`config.mk`:
```
export PLATFORM = sky130hd
export DESIGN_NAME = lqa_div
export DESIGN_NICKNAME = d
export VERILOG_FILES = /design/src/hdl/lqa_div.sv
export SDC_FILE = /design/constraint.sdc
export NUM_CORES = 1
export LEC_CHECK = 0
export BUFFER_PORTS_ARGS = -buffer_cell sky130_fd_sc_hd__buf_2
export CAP_MARGIN = 20
export CORE_UTILIZATION = 47
export DETAILED_ROUTE_END_ITERATION = 12
export SYNTH_ARGS = -nofsm -noshare
export SYNTH_HDL_FRONTEND = slang
export SYNTH_SLANG_ARGS = --single-unit
```
`constraint.sdc`:
```
create_clock -name clock -period 4 [get_ports clock]
set_input_delay 0.2 -clock clock [delete_from_list [all_inputs] [get_ports clock]]
set_output_delay 0.2 -clock clock [all_outputs]
set_load 0.05 [all_outputs]
```
`src/hdl/lqa_div.sv`:
```
// pipelined restoring divider, one quotient bit per stage
// the caller guarantees dividend >> QUO_W is below the divisor
`timescale 1ns / 1ps

module lqa_div #(
   parameter int NUM_W  = 17,
   parameter int DEN_W  = 9,
   parameter int QUO_W  = 17,
   parameter int SIDE_W = 1
) (
   input  logic              clock,
   input  logic              reset,
   input  logic              in_valid,
   input  logic [NUM_W-1:0]  in_dividend,
   input  logic [DEN_W-1:0]  in_divisor,
   input  logic [SIDE_W-1:0] in_side,
   output logic              out_valid,
   output logic [QUO_W-1:0]  out_quotient,
   output logic [SIDE_W-1:0] out_side
);

   localparam int WORK_W = NUM_W + DEN_W;

   logic [WORK_W-1:0] work;
   logic              valid_ff [QUO_W];
   logic [DEN_W-1:0]  rem_ff   [QUO_W];
   logic [QUO_W-1:0]  bits_ff  [QUO_W];
   logic [DEN_W-1:0]  den_ff   [QUO_W];
   logic [SIDE_W-1:0] side_ff  [QUO_W];

   assign work = {{DEN_W{1'b0}}, in_dividend};

   for (genvar s = 0; s < QUO_W; s++) begin : g_step
      logic              prev_valid;
      logic [DEN_W-1:0]  prev_rem;
      logic [QUO_W-1:0]  prev_bits;
      logic [DEN_W-1:0]  prev_den;
      logic [SIDE_W-1:0] prev_side;
      logic [DEN_W:0]    rem2;
      logic [DEN_W:0]    diff;
      logic              ge;
      logic              valid_in;
      logic [DEN_W-1:0]  rem_in;
      logic [QUO_W-1:0]  bits_in;

      if (s == 0) begin : g_first
         assign prev_valid = in_valid;
         assign prev_rem   = work[QUO_W +: DEN_W];
         assign prev_bits  = in_dividend[QUO_W-1:0];
         assign prev_den   = in_divisor;
         assign prev_side  = in_side;
      end else begin : g_next
         assign prev_valid = valid_ff[s-1];
         assign prev_rem   = rem_ff[s-1];
         assign prev_bits  = bits_ff[s-1];
         assign prev_den   = den_ff[s-1];
         assign prev_side  = side_ff[s-1];
      end

      always_comb begin
         rem2     = {prev_rem, prev_bits[QUO_W-1]};
         diff     = rem2 - {1'b0, prev_den};
         ge       = (rem2 >= {1'b0, prev_den});
         rem_in   = ge ? diff[DEN_W-1:0] : rem2[DEN_W-1:0];
         bits_in  = {prev_bits[QUO_W-2:0], ge};
         valid_in = prev_valid;
      end

      always_ff @(posedge clock) begin
         if (reset) begin
            valid_ff[s] <= 1'b0;
         end else begin
            valid_ff[s] <= valid_in;
         end
         rem_ff[s]  <= rem_in;
         bits_ff[s] <= bits_in;
         den_ff[s]  <= prev_den;
         side_ff[s] <= prev_side;
      end
   end

   // final remainder is not needed, only the quotient
   assign out_valid    = valid_ff[QUO_W-1];
   assign out_quotient = bits_ff[QUO_W-1];
   assign out_side     = side_ff[QUO_W-1];

endmodule

```
* Word level (Yosys, flattened, before mapping)
Memory sizes are Yosys's and may differ from the RTL's.
Index checks and enable logic that the tools add are counted.
** Storage, ports and cells
- Register bits after elaboration :: 0
- Bits in writable memories :: 629
- Output and inout port bits :: 19
- Input port bits :: 30
- Logic and storage cells :: 93
- Memories :: 5
** Cells by class
- Multiplexer cells :: 37
- Bitwise gates (word level) :: 17
- Add/subtract/negate cells :: 17
- Order comparisons :: 17
** Memories
- bits_ff :: words 17, bits a word 17, rd ports 17, clocked after memory_dff 0, wr ports 17, line 27 : logic [QUO_W-1:0] bits_ff [QUO_W];
- den_ff :: words 17, bits a word 9, rd ports 16, clocked after memory_dff 0, wr ports 17, line 28 : logic [DEN_W-1:0] den_ff [QUO_W];
- rem_ff :: words 17, bits a word 9, rd ports 16, clocked after memory_dff 0, wr ports 17, line 26 : logic [DEN_W-1:0] rem_ff [QUO_W];
- side_ff :: words 17, bits a word 1, rd ports 17, clocked after memory_dff 0, wr ports 17, line 29 : logic [SIDE_W-1:0] side_ff [QUO_W];
- valid_ff :: words 17, bits a word 1, rd ports 17, clocked after memory_dff 0, wr ports 17, line 25 : logic valid_ff [QUO_W];
** Operators by type and width (count)
- $ge A10 B9 Y1 :: 16
- $mux W9 :: 17
- $sub A9 B9 Y9 :: 16
- $mux W1 :: 20
- $or A1 B1 Y1 :: 17
- $ge A1 B9 Y1 :: 1
- $sub A1 B9 Y9 :: 1

* Depth between registers and ports, before layout
- Depth after elaboration :: 3
- Depth in mapped cells :: 11
- Depth with buffers taken out :: 10

* Worst setup path before layout
OpenSTA, ideal clock, no wires.
- Path kind :: reg2reg
- Start :: memory bits_ff[11][16], in the netlist bits_ff[1][67]
- End :: memory rem_ff[12][3], in the netlist rem_ff[0][111]
- Arrival time :: 2.038 ns
- Path buffers :: 1
- Setup time :: 0.121 ns
- Setup slack :: 1.841 ns
- Required time :: 3.879 ns
- Clock period less this slack :: 2.159 ns
- Stages on the path, launching flop included :: 12
- Cell sequence :: dfxtp_1 -> inv_1 -> ha_1 -> inv_1 -> fa_1 -> a21oi_1 -> a21oi_1 -> o21bai_1 -> and2_0 -> buf_2 -> inv_1 -> mux2_2
** RTL lines (line)
- start: declaration :: 27
- end: declaration :: 26

==> results <==
- The total global routing track utilization is 16.5%.
- The clock slew at the register clock pins of the worst setup and hold paths is 0.06 ns.
- The root buffer cell chosen for the clock tree is sky130_fd_sc_hd__clkbuf_16.
- The via count of the first global-routing pass is 12458.
- The clock latency on the worst-skew pair is ~0.60 ns.
- The worst min-delay path category is input pin to flop.
- Headroom to the max-slew limit came out at roughly 61%.
- Of all cell types, the one taking the most synthesized area is sky130_fd_sc_hd__dfxtp_1.
- The flow ran to the end, and the final reports show no timing, DRC or antenna violations.
- Relative to the synthesized area, the layout overhead comes to 15.7%.
- The final standard cell area without fillers is 0.0239 sq mm.
- The width of the die is 211 um.
- The sequential fraction of the synthesis area is 59.3%.
- The fraction of layout instances using a drive strength above 1 is 11.8%.
- The maximum net fanout on the critical path is 6.
- The number of buffers inserted to repair setup after CTS is 0.
- The commonest register cell after synthesis is sky130_fd_sc_hd__dfxtp_1.
- In this run the vertical extent of the chip is 211 um.
- STA puts the critical path data arrival time at 3.06 ns.
- Across all layers, the routed design uses 12437 vias.
- The number of iterations in the first detailed-routing pass is 5.
- Once layout is complete, the cells apart from fillers number 2558.
- The number of instances in the placed design is 2417.
- The end of the worst hold path is bits_ff[0][15].
- In this run, synthesis inferred 0 flip-flops with an integrated enable.
- The HPWL reported at the end of detailed placement is 26700 um.
- The achievable clock frequency is 388 MHz.
- TritonCTS built the clock tree.
- The H-tree was split into 2 levels.
- The leakage power is 0.0107 uW.
- The share of power burned in registers is 41.6%.
- The clock network is responsible for 29.6% of the overall power.
- A synthesized cell averages roughly 12 sq um.
- The number of buffers inserted during clock tree synthesis is 59.
- Combinational cells account for 28.9% of the total power.
- The floorplan step defined a core boundary enclosing around 0.043 sq mm.
- The maximum number of pins on one net before global-route repair is 18.
- STA classifies the critical path endpoint as a flop.
- The share of synthesized area in the top cell type comes to 59.3%.
- The fraction of power spent switching nets is a little under a third.
- The synthesized netlist occupies a cell area of 0.0206 sq mm.
- The tree built by TritonCTS fans out to approximately 600 sinks.
- The diode insertion count for antenna repair is 0.
- The starting utilization of the core area is a little under half.
- The total of warnings raised by yosys is 0.
- In the final timing run, aggregate negative setup slack is 0 ns.
- For the pin with the worst max-slew slack, the measured transition is ~0.59 ns.
- The worst register-to-register path begins at bits_ff[1][67].
- The total power density per cell area is just under 800 mW/mm^2.
- The count of buffers added on input and output ports is 48.
- The fraction of synthesis flops using an asynchronous set or reset pin is 0%.
- The overall overflow remaining after global route is 0.
- The worst setup path is of the flop to flop kind.
- The number of cells traversed by the worst register-to-register path is 10.
- The nature of the critical path startpoint is a flop.
- The post-synthesis net count is around 2000.
- After synthesis, the netlist uses 64 different library cells.
- The global placer's final weighted congestion is 0.829.
- The routed wire length is 36000 um.
- Between clock sinks in the finished design, the worst skew comes to 0.0110 ns.
- The net count of the finished layout is 2114.
- The number of vias per cell is 4.86.
- After synthesis, the most frequently instantiated cells are sky130_fd_sc_hd__dfxtp_1 (611), sky130_fd_sc_hd__inv_1 (203), sky130_fd_sc_hd__ha_1 (146).
- The worst register-to-register path ends at rem_ff[0][111].
- The initial antenna violation count is 0.
- The number of max-cap violations is 0.
- The startpoint identified for the worst hold timing path is in_dividend[14].
- For this run, design rule violations remaining after detail routing come to 0.
- In the final routed layout, each cell accounts on average for approximately 14 um.
- In this run the remaining antenna-violating nets after routing total 0.
- Setup violations remaining at the end of the flow were counted as 0.
- In the synthesized netlist, the number of instances is 1791.
- The post-layout minimum cycle time is 2.58 ns.
- Setup repair after global routing left no endpoint under its margin.
- 49 I/O pins were placed.
- The final max-slew violation count is 0.
- In this run the power spent charging and discharging nets is 5690 uW.
- The placed standard-cell area is roughly 0.022 sq mm.
- The worst hold path cell count is 2.
- The die covers ~0.045 sq mm.
- The worst setup slack for register-to-register paths is 1.42 ns.
- Yosys attributes the largest share of cell area to sky130_fd_sc_hd__dfxtp_1 (59%), sky130_fd_sc_hd__ha_1 (8.9%), sky130_fd_sc_hd__inv_1 (3.7%).
- The internal power contribution is about 13000 uW.
- After synthesis the netlist holds a flip-flop and latch count of a little over 600.
- The global-route wire length before repair is 59300 um.
- The final clock period utilization by the worst path is between 60% and 70%.
- In this run the core area contains 76 standard-cell rows.
- The number of hold-slack violations in the final timing report was 0.
- The maximum vdd ir drop is ~0.00037 V.
- At the worst endpoint, the required time is around 4.5 ns.
- The clock passes through at most 3 buffers.
- The number of design-rule violations left by the first detailed-router iteration is 581.
- Yosys instantiated no cell more often than sky130_fd_sc_hd__dfxtp_1.
-- layer usage --
metal | vias up | part of all wire, % | global-route usage, % | wire length, um
met5 | - | 0 | 0 | 0
met4 | 0 | 3.4 | 7.47 | 1230
met3 | 79 | 3.3 | 2.80 | 1200
met2 | 195 | 49 | 28.8 | 17500
met1 | 5724 | 44 | 19.7 | 16000
li1 | 6439 | - | - | -
-- metrics by stage --
step                hold slack [ns]  power, uW  setup WS (ns)  utilization [%]
floorplan                     0.228      12200           1.84                -
global placement              0.302      13300           1.53             49.9
detailed placement            0.304      13400           1.47             49.9
CTS                           0.184      19100           1.46             55.3
global route                  0.213      20100           1.23             55.3
finish                        0.233      18900           1.42             55.3
-- layout make-up --
type / count / area [sq um]
Clock buffer: 81 / 1650
Clock inverter: 30 / 355
Fill cell: 3745 / 19300
Inverter: 213 / 801
Multi-Input combinational cell: 960 / 7540
Sequential cell: 611 / 12200
Tap cell: 585 / 732
Timing Repair Buffer: 78 / 541
-- cell usage in the layout, fill, tap and decap left out, types with 24 or more instances in the layout --
cell,count
sky130_fd_sc_hd__ha_1,146
sky130_fd_sc_hd__nor2b_1,35
sky130_fd_sc_hd__dlygate4sd3_1,30
sky130_fd_sc_hd__nand2_1,43
sky130_fd_sc_hd__xnor2_1,56
sky130_fd_sc_hd__o211ai_1,30
sky130_fd_sc_hd__a21oi_1,112
sky130_fd_sc_hd__o21a_1,46
sky130_fd_sc_hd__nor2_1,76
sky130_fd_sc_hd__clkbuf_16,60
sky130_fd_sc_hd__mux2_2,60
sky130_fd_sc_hd__o21ai_0,28
sky130_fd_sc_hd__inv_1,203
sky130_fd_sc_hd__a21o_1,24
sky130_fd_sc_hd__buf_2,48
sky130_fd_sc_hd__nor3_1,38
sky130_fd_sc_hd__a21boi_0,33
sky130_fd_sc_hd__nand3_1,36
sky130_fd_sc_hd__dfxtp_1,611
-- repair_timing --
action / 4_1_cts / 5_1_grt
endpoints found under the hold margin: 53 / 0
gates resized for setup: 0 / 0
hold buffers: 30 / 0
-- worst max-delay path: stages, from the launching register on --
cell                       delay (ns)
sky130_fd_sc_hd__dfxtp_1         0.32
sky130_fd_sc_hd__inv_1           0.05
sky130_fd_sc_hd__ha_1            0.14
sky130_fd_sc_hd__inv_1           0.05
sky130_fd_sc_hd__fa_1            0.41
sky130_fd_sc_hd__a21oi_1         0.24
sky130_fd_sc_hd__a21oi_1         0.10
sky130_fd_sc_hd__o21bai_1        0.33
sky130_fd_sc_hd__and2_0          0.37
sky130_fd_sc_hd__inv_1           0.15
sky130_fd_sc_hd__mux2_2          0.29
-- how the worst max path moves through the flow --
stage	from	to	slack (ns)	cells after the start
after global routing	bits_ff[1][67]	rem_ff[0][111]	1.23	10
final	bits_ff[1][67]	rem_ff[0][111]	1.42	10
after floorplan	bits_ff[1][67]	rem_ff[0][111]	1.84	11
after CTS	bits_ff[1][67]	rem_ff[0][111]	1.46	10
after detailed placement	bits_ff[1][67]	rem_ff[0][111]	1.47	10
after global placement	den_ff[0][18]	rem_ff[0][28]	1.53	9
-- state kept, by name, summed over array words and instances (netlist names) --
signal,count
den_ff,144
valid_ff,17
side_ff,17
rem_ff,144
bits_ff,289
-- cell families (layout without fill, tap and decap cells) --
group | after synthesis | after routing | share of synthesized area (%)
AO/OA/AOI/OAI | 371 | 371 | 12.2
XOR/XNOR | 59 | 59 | 2.51
adder cells (fa/ha/maj) | 161 | 161 | 10.3
buffers and inverters | 220 | 402 | 4.08
flip-flops | 611 | 611 | 59.3
multiplexers | 85 | 85 | 4.71
AND/OR/NAND/NOR | 284 | 284 | 6.89
-- power groups by stage --
stage          Clock, uW  Sequential [uW]  Combinational [uW]
6_report            5580             7840                5450
3_3_place_gp           0             8000                5340
3_5_place_dp           0             8000                5390
2_1_floorplan          0             7950                4220
4_1_cts             5770             7880                5460
5_1_grt             6030             7970                6090
No activity file was read; power rests on OpenSTA's default activity.
